[config.mk]
export PLATFORM = sky130hd
export DESIGN_NAME = json_string_unescaper
export DESIGN_NICKNAME = d
export VERILOG_FILES = /design/src/rtl/core/jsu_pkg.sv /design/src/rtl/core/jsu_decode.sv /design/src/rtl/core/jsu_emit.sv /design/src/rtl/core/json_string_unescaper.sv
export SDC_FILE = /design/constraint.sdc
export NUM_CORES = 1
export LEC_CHECK = 0
export BUFFER_PORTS_ARGS = -buffer_cell sky130_fd_sc_hd__buf_2
export CAP_MARGIN = 20
export CELL_PAD_IN_SITES_DETAIL_PLACEMENT = 1
export CELL_PAD_IN_SITES_GLOBAL_PLACEMENT = 1
export CORE_MARGIN = 2
export CORE_UTILIZATION = 51
export DETAILED_ROUTE_END_ITERATION = 8
export PLACE_DENSITY_LB_ADDON = 0.1
export SLEW_MARGIN = 40
export SYNTH_ARGS = -nofsm -noshare
export SYNTH_HDL_FRONTEND = slang
export SYNTH_SLANG_ARGS = --single-unit
[constraint.sdc]
create_clock -name i_clk -period 9.66 [get_ports i_clk]
set_input_delay 2.415 -clock i_clk [delete_from_list [all_inputs] [get_ports i_clk]]
set_output_delay 2.415 -clock i_clk [all_outputs]
set_load 0.005 [all_outputs]
[src/rtl/core/jsu_pkg.sv]
// ----------------------------------------------------------------------------
// jsu_pkg
// Shared types and constants for the JSON string unescaper.
// ----------------------------------------------------------------------------
package jsu_pkg;

    // Default saturation point of the decoded length counter
    localparam longint unsigned MaxLenDefault = 64'd65535;

    // Decoder phase
    typedef enum logic [3:0] {
        PH_IDLE   = 4'd0,
        PH_STR    = 4'd1,
        PH_ESC    = 4'd2,
        PH_HEX1   = 4'd3,
        PH_SUR_BS = 4'd4,
        PH_SUR_U  = 4'd5,
        PH_HEX2   = 4'd6
    } t_phase;

    // Result status codes
    typedef enum logic [2:0] {
        ST_DATA    = 3'd0,
        ST_DONE    = 3'd1,
        ST_NOQUOTE = 3'd2,
        ST_CTRL    = 3'd3,
        ST_ESC     = 3'd4,
        ST_HEX     = 3'd5,
        ST_SUR     = 3'd6
    } t_status;

    // Result group made by one input byte: up to four results.
    // Non-data groups carry exactly one result (last_idx == 0).
    typedef struct packed {
        logic            has;       // group holds at least one result
        logic [1:0]      last_idx;  // index of the final result
        logic [3:0][7:0] bytes;     // data bytes, bytes[0] sent first
        t_status         status;
        logic [15:0]     len;
    } t_group;

endpackage

[src/rtl/core/jsu_decode.sv]
// ----------------------------------------------------------------------------
// jsu_decode
// String state and per-byte decode: turns one text byte into a result group.
// ----------------------------------------------------------------------------
module jsu_decode #(
    parameter longint unsigned MAX_LEN = jsu_pkg::MaxLenDefault
) (
    input  logic            i_clk,
    input  logic            i_rst_n,
    input  logic            i_en,     // byte in i_byte is consumed this cycle
    input  logic [7:0]      i_byte,
    output jsu_pkg::t_group o_grp
);

    localparam int CntW = $clog2(MAX_LEN + 1);
    localparam logic [CntW:0] MaxCnt = (CntW + 1)'(MAX_LEN);

    localparam logic [7:0] ChQuote  = 8'h22;
    localparam logic [7:0] ChBslash = 8'h5C;
    localparam logic [7:0] ChSlash  = 8'h2F;
    localparam logic [7:0] ChLowB   = 8'h62;
    localparam logic [7:0] ChLowF   = 8'h66;
    localparam logic [7:0] ChLowN   = 8'h6E;
    localparam logic [7:0] ChLowT   = 8'h74;
    localparam logic [7:0] ChLowR   = 8'h72;
    localparam logic [7:0] ChLowU   = 8'h75;
    localparam logic [7:0] CtrlTop  = 8'h20;

    localparam logic [15:0] HiSurLo = 16'hD800;
    localparam logic [15:0] HiSurHi = 16'hDBFF;
    localparam logic [15:0] LoSurLo = 16'hDC00;
    localparam logic [15:0] LoSurHi = 16'hDFFF;
    localparam logic [20:0] SupBase = 21'h10000;

    jsu_pkg::t_phase r_phase, n_phase;
    logic [15:0]     r_acc, n_acc;
    logic [9:0]      r_high, n_high;
    logic [1:0]      r_digits, n_digits;
    logic [CntW-1:0] r_cnt, n_cnt;

    logic            cnt_clear;
    logic            hex_ok;
    logic [3:0]      hex_v;
    logic [15:0]     acc_new;
    logic            acc_hi_sur;
    logic            acc_lo_sur;
    logic [20:0]     enc_u;
    logic [3:0][7:0] enc_bytes;
    logic [1:0]      enc_last;
    logic [15:0]     len_sat;
    logic [CntW+16:0] cnt_ext;
    logic [CntW:0]   cnt_sum;
    jsu_pkg::t_group grp;

    // Hex digit value
    always_comb begin
        hex_ok = 1'b0;
        hex_v  = 4'd0;
        if (i_byte >= 8'h30 && i_byte <= 8'h39) begin
            hex_ok = 1'b1;
            hex_v  = i_byte[3:0];
        end else if ((i_byte >= 8'h41 && i_byte <= 8'h46) ||
                     (i_byte >= 8'h61 && i_byte <= 8'h66)) begin
            hex_ok = 1'b1;
            hex_v  = i_byte[3:0] + 4'd9;
        end
    end

    assign acc_new    = {r_acc[11:0], hex_v};
    assign acc_hi_sur = (acc_new >= HiSurLo) && (acc_new <= HiSurHi);
    assign acc_lo_sur = (acc_new >= LoSurLo) && (acc_new <= LoSurHi);

    // Code point: plain BMP value, or surrogate pair joined above 0xFFFF
    assign enc_u = (r_phase == jsu_pkg::PH_HEX2)
                 ? ({1'b0, r_high, acc_new[9:0]} + SupBase)
                 : {5'd0, acc_new};

    // UTF-8 encode
    always_comb begin
        enc_bytes = '0;
        enc_last  = 2'd0;
        if (enc_u <= 21'h7F) begin
            enc_bytes[0] = enc_u[7:0];
        end else if (enc_u <= 21'h7FF) begin
            enc_bytes[0] = {3'b110, enc_u[10:6]};
            enc_bytes[1] = {2'b10, enc_u[5:0]};
            enc_last     = 2'd1;
        end else if (enc_u <= 21'hFFFF) begin
            enc_bytes[0] = {4'b1110, enc_u[15:12]};
            enc_bytes[1] = {2'b10, enc_u[11:6]};
            enc_bytes[2] = {2'b10, enc_u[5:0]};
            enc_last     = 2'd2;
        end else begin
            enc_bytes[0] = {5'b11110, enc_u[20:18]};
            enc_bytes[1] = {2'b10, enc_u[17:12]};
            enc_bytes[2] = {2'b10, enc_u[11:6]};
            enc_bytes[3] = {2'b10, enc_u[5:0]};
            enc_last     = 2'd3;
        end
    end

    // Reported length holds at 0xFFFF
    assign cnt_ext = (CntW + 17)'(r_cnt);
    assign len_sat = (cnt_ext > (CntW + 17)'(17'h0FFFF)) ? 16'hFFFF : cnt_ext[15:0];

    // Next phase
    always_comb begin
        n_phase = r_phase;
        case (r_phase)
            jsu_pkg::PH_STR: begin
                if (i_byte == ChQuote) begin
                    n_phase = jsu_pkg::PH_IDLE;
                end else if (i_byte == ChBslash) begin
                    n_phase = jsu_pkg::PH_ESC;
                end else if (i_byte < CtrlTop) begin
                    n_phase = jsu_pkg::PH_IDLE;
                end
            end
            jsu_pkg::PH_ESC: begin
                case (i_byte)
                    ChQuote, ChBslash, ChSlash, ChLowB,
                    ChLowF, ChLowN, ChLowT, ChLowR: n_phase = jsu_pkg::PH_STR;
                    ChLowU:  n_phase = jsu_pkg::PH_HEX1;
                    default: n_phase = jsu_pkg::PH_IDLE;
                endcase
            end
            jsu_pkg::PH_HEX1, jsu_pkg::PH_HEX2: begin
                if (!hex_ok) begin
                    n_phase = jsu_pkg::PH_IDLE;
                end else if (r_digits == 2'd3) begin
                    if (r_phase == jsu_pkg::PH_HEX1) begin
                        n_phase = acc_hi_sur ? jsu_pkg::PH_SUR_BS : jsu_pkg::PH_STR;
                    end else begin
                        n_phase = acc_lo_sur ? jsu_pkg::PH_STR : jsu_pkg::PH_IDLE;
                    end
                end
            end
            jsu_pkg::PH_SUR_BS: begin
                n_phase = (i_byte == ChBslash) ? jsu_pkg::PH_SUR_U : jsu_pkg::PH_IDLE;
            end
            jsu_pkg::PH_SUR_U: begin
                n_phase = (i_byte == ChLowU) ? jsu_pkg::PH_HEX2 : jsu_pkg::PH_IDLE;
            end
            default: begin
                n_phase = (i_byte == ChQuote) ? jsu_pkg::PH_STR : jsu_pkg::PH_IDLE;
            end
        endcase
    end

    // Result group and escape state
    always_comb begin
        grp        = '0;
        grp.status = jsu_pkg::ST_DATA;
        n_acc      = r_acc;
        n_high     = r_high;
        n_digits   = r_digits;
        cnt_clear  = 1'b0;
        case (r_phase)
            jsu_pkg::PH_STR: begin
                if (i_byte == ChQuote) begin
                    grp.has    = 1'b1;
                    grp.status = jsu_pkg::ST_DONE;
                    grp.len    = len_sat;
                end else if (i_byte == ChBslash) begin
                    grp.has = 1'b0;
                end else if (i_byte == 8'h00) begin
                    grp.has    = 1'b1;
                    grp.status = jsu_pkg::ST_NOQUOTE;
                end else if (i_byte < CtrlTop) begin
                    grp.has    = 1'b1;
                    grp.status = jsu_pkg::ST_CTRL;
                end else begin
                    grp.has      = 1'b1;
                    grp.bytes[0] = i_byte;
                end
            end
            jsu_pkg::PH_ESC: begin
                grp.has = 1'b1;
                case (i_byte)
                    ChQuote:  grp.bytes[0] = ChQuote;
                    ChBslash: grp.bytes[0] = ChBslash;
                    ChSlash:  grp.bytes[0] = ChSlash;
                    ChLowB:   grp.bytes[0] = 8'h08;
                    ChLowF:   grp.bytes[0] = 8'h0C;
                    ChLowN:   grp.bytes[0] = 8'h0A;
                    ChLowT:   grp.bytes[0] = 8'h09;
                    ChLowR:   grp.bytes[0] = 8'h0D;
                    ChLowU: begin
                        grp.has  = 1'b0;
                        n_acc    = 16'd0;
                        n_digits = 2'd0;
                    end
                    default:  grp.status = jsu_pkg::ST_ESC;
                endcase
            end
            jsu_pkg::PH_HEX1, jsu_pkg::PH_HEX2: begin
                if (!hex_ok) begin
                    grp.has    = 1'b1;
                    grp.status = jsu_pkg::ST_HEX;
                end else begin
                    n_acc = acc_new;
                    if (r_digits != 2'd3) begin
                        n_digits = r_digits + 2'd1;
                    end else begin
                        n_digits = 2'd0;
                        if (r_phase == jsu_pkg::PH_HEX1 && acc_hi_sur) begin
                            n_high = acc_new[9:0];
                        end else if (r_phase == jsu_pkg::PH_HEX2 && !acc_lo_sur) begin
                            grp.has    = 1'b1;
                            grp.status = jsu_pkg::ST_SUR;
                        end else begin
                            grp.has      = 1'b1;
                            grp.bytes    = enc_bytes;
                            grp.last_idx = enc_last;
                        end
                    end
                end
            end
            jsu_pkg::PH_SUR_BS: begin
                if (i_byte != ChBslash) begin
                    grp.has    = 1'b1;
                    grp.status = jsu_pkg::ST_SUR;
                end
            end
            jsu_pkg::PH_SUR_U: begin
                if (i_byte == ChLowU) begin
                    n_acc    = 16'd0;
                    n_digits = 2'd0;
                end else begin
                    grp.has    = 1'b1;
                    grp.status = jsu_pkg::ST_SUR;
                end
            end
            default: begin
                cnt_clear = (i_byte == ChQuote);
            end
        endcase
    end

    // Decoded byte count, saturating
    assign cnt_sum = {1'b0, r_cnt} + (CntW + 1)'({1'b0, grp.last_idx}) + (CntW + 1)'(1);
    always_comb begin
        n_cnt = r_cnt;
        if (cnt_clear) begin
            n_cnt = '0;
        end else if (grp.has && grp.status == jsu_pkg::ST_DATA) begin
            n_cnt = (cnt_sum > MaxCnt) ? MaxCnt[CntW-1:0] : cnt_sum[CntW-1:0];
        end
    end

    // State registers
    always_ff @(posedge i_clk) begin
        if (!i_rst_n) begin
            r_phase  <= jsu_pkg::PH_IDLE;
            r_acc    <= 16'd0;
            r_high   <= 10'd0;
            r_digits <= 2'd0;
            r_cnt    <= '0;
        end else if (i_en) begin
            r_phase  <= n_phase;
            r_acc    <= n_acc;
            r_high   <= n_high;
            r_digits <= n_digits;
            r_cnt    <= n_cnt;
        end
    end

    assign o_grp = grp;

    // Any ending status leaves the decoder idle
    a_end_to_idle: assert property (@(posedge i_clk) disable iff (!i_rst_n)
        i_en && grp.has && grp.status != jsu_pkg::ST_DATA |=> r_phase == jsu_pkg::PH_IDLE)
        else $error("decoder not idle after string end");

    // Count never passes its ceiling
    a_cnt_cap: assert property (@(posedge i_clk) disable iff (!i_rst_n)
        {1'b0, r_cnt} <= MaxCnt)
        else $error("byte count above limit");

endmodule

[src/rtl/core/jsu_emit.sv]
// ----------------------------------------------------------------------------
// jsu_emit
// Result register: holds one group, sends one item per cycle while i_tready.
// ----------------------------------------------------------------------------
module jsu_emit (
    input  logic            i_clk,
    input  logic            i_rst_n,
    input  logic            i_load,    // take i_grp; only when o_free
    input  jsu_pkg::t_group i_grp,
    input  logic            i_tready,
    output logic            o_free,    // group register can load this cycle
    output logic            o_tvalid,
    output logic [7:0]      o_byte,
    output logic [2:0]      o_status,
    output logic [15:0]     o_len,
    output logic            o_last
);

    logic            r_valid;
    logic [1:0]      r_idx;
    jsu_pkg::t_group r_grp;
    logic            take;

    assign take   = r_valid && i_tready;
    assign o_last = (r_idx == r_grp.last_idx);
    assign o_free = !r_valid || (take && o_last);

    // Control
    always_ff @(posedge i_clk) begin
        if (!i_rst_n) begin
            r_valid <= 1'b0;
            r_idx   <= 2'd0;
        end else if (i_load) begin
            r_valid <= 1'b1;
            r_idx   <= 2'd0;
        end else if (take && o_last) begin
            r_valid <= 1'b0;
            r_idx   <= 2'd0;
        end else if (take) begin
            r_idx   <= r_idx + 2'd1;
        end
    end

    // Payload
    always_ff @(posedge i_clk) begin
        if (i_load) begin
            r_grp <= i_grp;
        end
    end

    assign o_tvalid = r_valid;
    assign o_byte   = r_grp.bytes[r_idx];
    assign o_status = r_grp.status;
    assign o_len    = r_grp.len;

    // Index stays inside the group
    a_idx_range: assert property (@(posedge i_clk) disable iff (!i_rst_n)
        r_valid |-> r_idx <= r_grp.last_idx)
        else $error("result index past group end");

    // Status results are single
    a_status_single: assert property (@(posedge i_clk) disable iff (!i_rst_n)
        r_valid && r_grp.status != jsu_pkg::ST_DATA |-> r_grp.last_idx == 2'd0)
        else $error("status result in multi-item group");

endmodule

[src/rtl/core/json_string_unescaper.sv]
// ----------------------------------------------------------------------------
// json_string_unescaper
// Decodes JSON string bodies from a text byte stream into raw UTF-8 bytes.
// ----------------------------------------------------------------------------
//  channel  | dir | tdata                          | tuser       | tlast
//  s_axis   | in  | [7:0] text_byte                | -           | -
//  m_axis   | out | [7:0] out_byte, [23:8] str_len | [2:0] status| last of byte
//
//  Input register -> decoder -> result group register.
//  One input item per cycle while m_axis_tready is high and each byte yields
//  at most one result; a \u escape that encodes to N bytes holds the input
//  until the group register has sent all N, one item per cycle while ready.
//  Reset (i_rst_n low, synchronous) empties both stages and returns to idle.
//  With both stages full, s_axis_tready is m_axis_tready && m_axis_tlast.
// ----------------------------------------------------------------------------
module json_string_unescaper #(
    parameter longint unsigned MAX_LEN = jsu_pkg::MaxLenDefault
) (
    input  logic        i_clk,
    input  logic        i_rst_n,
    input  logic        s_axis_tvalid,
    output logic        s_axis_tready,
    input  logic [7:0]  s_axis_tdata,   // [7:0] text_byte
    output logic        m_axis_tvalid,
    input  logic        m_axis_tready,
    output logic [23:0] m_axis_tdata,   // [7:0] out_byte, [23:8] str_length
    output logic [2:0]  m_axis_tuser,   // [2:0] status
    output logic        m_axis_tlast
);

    logic            r_in_valid;
    logic [7:0]      r_in_byte;
    logic            grp_free;
    logic            proc;
    jsu_pkg::t_group grp;
    logic [7:0]      out_byte;
    logic [15:0]     out_len;

    assign proc          = r_in_valid && grp_free;
    assign s_axis_tready = !r_in_valid || proc;

    // Input register
    always_ff @(posedge i_clk) begin
        if (!i_rst_n) begin
            r_in_valid <= 1'b0;
        end else if (s_axis_tvalid && s_axis_tready) begin
            r_in_valid <= 1'b1;
        end else if (proc) begin
            r_in_valid <= 1'b0;
        end
    end

    always_ff @(posedge i_clk) begin
        if (s_axis_tvalid && s_axis_tready) begin
            r_in_byte <= s_axis_tdata;
        end
    end

    jsu_decode #(
        .MAX_LEN (MAX_LEN)
    ) u_decode (
        .i_clk   (i_clk),
        .i_rst_n (i_rst_n),
        .i_en    (proc),
        .i_byte  (r_in_byte),
        .o_grp   (grp)
    );

    jsu_emit u_emit (
        .i_clk    (i_clk),
        .i_rst_n  (i_rst_n),
        .i_load   (proc && grp.has),
        .i_grp    (grp),
        .i_tready (m_axis_tready),
        .o_free   (grp_free),
        .o_tvalid (m_axis_tvalid),
        .o_byte   (out_byte),
        .o_status (m_axis_tuser),
        .o_len    (out_len),
        .o_last   (m_axis_tlast)
    );

    assign m_axis_tdata = {out_len, out_byte};

endmodule

==> impl_results.md <==
* Total CTS buffers at 9
* VDD IR max at between 0.09 and 0.1 mV
* Clock sinks at between 100 and 150
* CTS tree: yes
* Post-Syn Area at 5830 sq um
* R2R setup slack at 4.14 ns
* Layout cells sized above 1 at 14.6%
* Largest net degree at the start of global routing at 37
* Max-Cap Viols at 0
* Initial antenna violation count at 0
* Routability Congestion at ~0.89
* # port buffers at 41
* Worst rel slew slack at between 40 and 50%
* Routed Wire Length at roughly 16000 microns
* Hold Crit Depth at 2
* Hold Vio Cnt, Final at 0
* CP max stage cell: o31a_1
* Path depth of the worst reg2reg path at 17
* Global-route wire length before repair at 25900 microns
* Antenna diode count at 0
* H-Tree Depth at 3
* FMAX at 178 MHz
* Status: completed
* Overall power at approximately 0.0009 W
* Layout area overhead at 7.38%
* Bufs and invs on worst path at 3
* Required @ worst endpoint at 7.25 ns
* FP Rows at 39
* Tmin final at ~5.6 ns
* Drc violations at 0
* Cell-by-cell listing of the critical path: buf_2 > inv_1 > o31a_1 > nand2_1 > buf_2
* Overflow left after global routing at 0
* Mean area per synthesized cell at 9.78 sq um
* Unrepaired setup endpoints after global routing: no
* Worst skew pair latency at around 0.36 ns
* Syn nets at 617
* Crit Path Max Fanout at 5
* Num ports at 42
* Synth Instances at slightly below 600
* Routed vias/inst at 6.38
* Class of the worst hold path: reg2reg
* Post-synth EDFFs at 58
* Async S/R FF share, synth at 0%
* Die area at 12300 sq um
* Crit-path max cell delay at 0.41 ns
* CTS root buf: clkbuf_16
* Vias in the first global route at 4791
* Top cell by count, worst path: buf_2
* Fill cells at 1268
* Worst Hold End: u_decode.r_digits[1]
* CP startpoint kind: input port
* Clock-pin transition on the worst setup and hold timing paths at 0.07 ns
* Nets at between 600 and 700
* Core area at 11300 sq um
* Die width at 111 microns
* Post-CTS Resized at 0
* R2R Path Start: u_decode.r_phase[2]
* Worst Skew at roughly 0.01 ns
* Data arrival, critical path at between 3 and 4 ns
* Leakage at 2.20 nW
* Top_reg_cell synth: edfxtp_1
* Post-synthesis sequential area ratio at 46.0%
* Yosys reg bits at about 110
* Setup Fix Bufs, Post-CTS at 0
* GRT Util Overall at 26.7%
* Routed Antenna Nets at 0
* Setup CP Type: in2out
* Initial core utilization at 51.7%
* Setup TNS at 0 ns
* Reg2reg end: u_decode.r_cnt[13]
* Hold_buf cts at 0
* Die H at about 110 microns
* Worst Tran Pin Value at 0.764 ns
* Hold wc startpoint: u_decode.r_digits[1]
* CP top delay family: compound AO/OA/AOI/OAI gates
* Crit path capture type: output port
* Synth warn at 0
* DRT iter0 DRCs at 294
* Detailed-route via count at 4751
* Wirelength per Cell at 21.5 microns
* Final number of setup-violating endpoints at 0
* Count of final max-slew check failures at 0
* Yosys cell types at 80
* PD cells at 142 nW/um^2
* TritonRoute pass-1 iters at 5
* Fin crit share at 58.1%
* Hpwl dp at between 10000 and 15000 microns
* Clock Path Buffers at 2
synthesized netlist by cell type, types with 6 or more instances:
| master | count | area (sq um) |
|---|---|---|
| nand4_1 | 11 | 68.8 |
| nand2_1 | 41 | 154 |
| nor2b_1 | 8 | 50.1 |
| mux2i_1 | 15 | 150 |
| mux4_2 | 7 | 158 |
| a21oi_1 | 32 | 160 |
| a31oi_1 | 7 | 43.8 |
| nor2_1 | 64 | 240 |
| a22oi_1 | 10 | 75.1 |
| a211oi_1 | 7 | 52.6 |
| buf_2 | 8 | 40.0 |
| ha_1 | 8 | 100 |
| o311ai_0 | 6 | 52.6 |
| edfxtp_1 | 58 | 1740 |
| dfxtp_1 | 47 | 941 |
| and2_1 | 10 | 62.6 |
| o21ai_0 | 22 | 110 |
| or3_1 | 7 | 43.8 |
| buf_4 | 19 | 143 |
| nand3_1 | 19 | 95.1 |
| nor3_1 | 26 | 130 |
| inv_1 | 17 | 63.8 |
| and3_1 | 23 | 144 |
| clkbuf_1 | 20 | 75.1 |
worst max-delay path by stage:
stage | start | to | slack, ns | cells after the start
finish | m_axis_tready | s_axis_tready | 4.04 | 5
global route | u_decode.r_phase[2] | u_decode.r_cnt[4] | 3.71 | 17
CTS | m_axis_tready | s_axis_tready | 4.08 | 5
detailed placement | m_axis_tready | s_axis_tready | 4.08 | 5
global placement | m_axis_tready | s_axis_tready | 4.10 | 5
floorplan | m_axis_tready | u_emit.o_len[0] | 3.54 | 5
cell type report:
class	instances	area, sq um	area share [%]
multi-input cells	419	2790	44.6
flip-flops and latches	105	2680	42.8
clock buffers	10	250	4.00
repair buffers	44	228	3.64
well taps	143	179	2.86
inverters	18	67.6	1.08
clock inverters	6	62.6	0.999
tightest hold or removal path, cell delays in order (launching register included):
cell	delay, ns
dfxtp_1	0.32
nand2_1	0.06
a21oi_1	0.05
metrics by stage:
| step | area [sq um] | std cells | util [%] | setup WS (ns) | hold slack (ns) |
|---|---|---|---|---|---|
| final | 6260 | 745 | 55.6 | 4.04 | 0.474 |
| after global routing | 6260 | 745 | 55.6 | 3.71 | 0.499 |
| after CTS | 6260 | 745 | 55.5 | 4.08 | 0.474 |
| after detailed placement | 5950 | 729 | 52.8 | 4.08 | 0.464 |
| after global placement | 5950 | 729 | 52.8 | 4.10 | 0.450 |
| after floorplan | 5830 | 596 | - | 3.54 | 0.436 |
layout by cell type (no fill, tap or decap), types with 11 or more instances in the layout:
cell type and n:
o21ai_0 21, inv_1 17, nor2_1 64, nand3_1 19, buf_2 41, nand4_1 11
a21oi_1 31, and3_1 23, dfxtp_1 47, nor3_1 26, edfxtp_1 58, nand2_1 41
mux2i_1 15
report_power, final:
| group | switching, W | total, W | internal (W) |
|---|---|---|---|
| Sequential | 0.00000901 | 0.000479 | 0.000470 |
| Clock | 0.000166 | 0.000383 | 0.000217 |
| Combinational | 0.0000198 | 0.0000302 | 0.0000104 |
per-layer routing:
metal	vias to the layer above	part of all wire (%)	global-route usage, %
li1	2222	-	-
met1	2364	44	35.5
met2	145	50	45.2
met3	20	5.0	4.26
met4	0	1.5	7.83
met5	-	0	0
state kept, by name, summed over array words and instances (netlist names), 2 cells and up:
register           flops
u_emit.o_len          16
u_decode.r_high       10
u_decode.r_phase       3
u_emit.r_grp          31
u_decode.r_digits      2
u_emit.o_status        3
r_in_byte              8
u_decode.r_acc        12
u_decode.r_cnt        16
u_emit.r_idx           2
logic make-up after synthesis:
| group | count (synthesis) | share of synthesized area, % |
|---|---|---|
| and+or+nand+nor | 242 | 22.0 |
| AOI/OAI and AO/OA | 136 | 16.7 |
| DFF | 105 | 46.0 |
| buffers and inverters | 72 | 6.35 |
| muxes | 26 | 6.05 |
| adders and majority gates | 9 | 2.06 |
| xor gates and xnor gates | 6 | 0.901 |
Note: power is estimated with default switching activity, not from simulation.
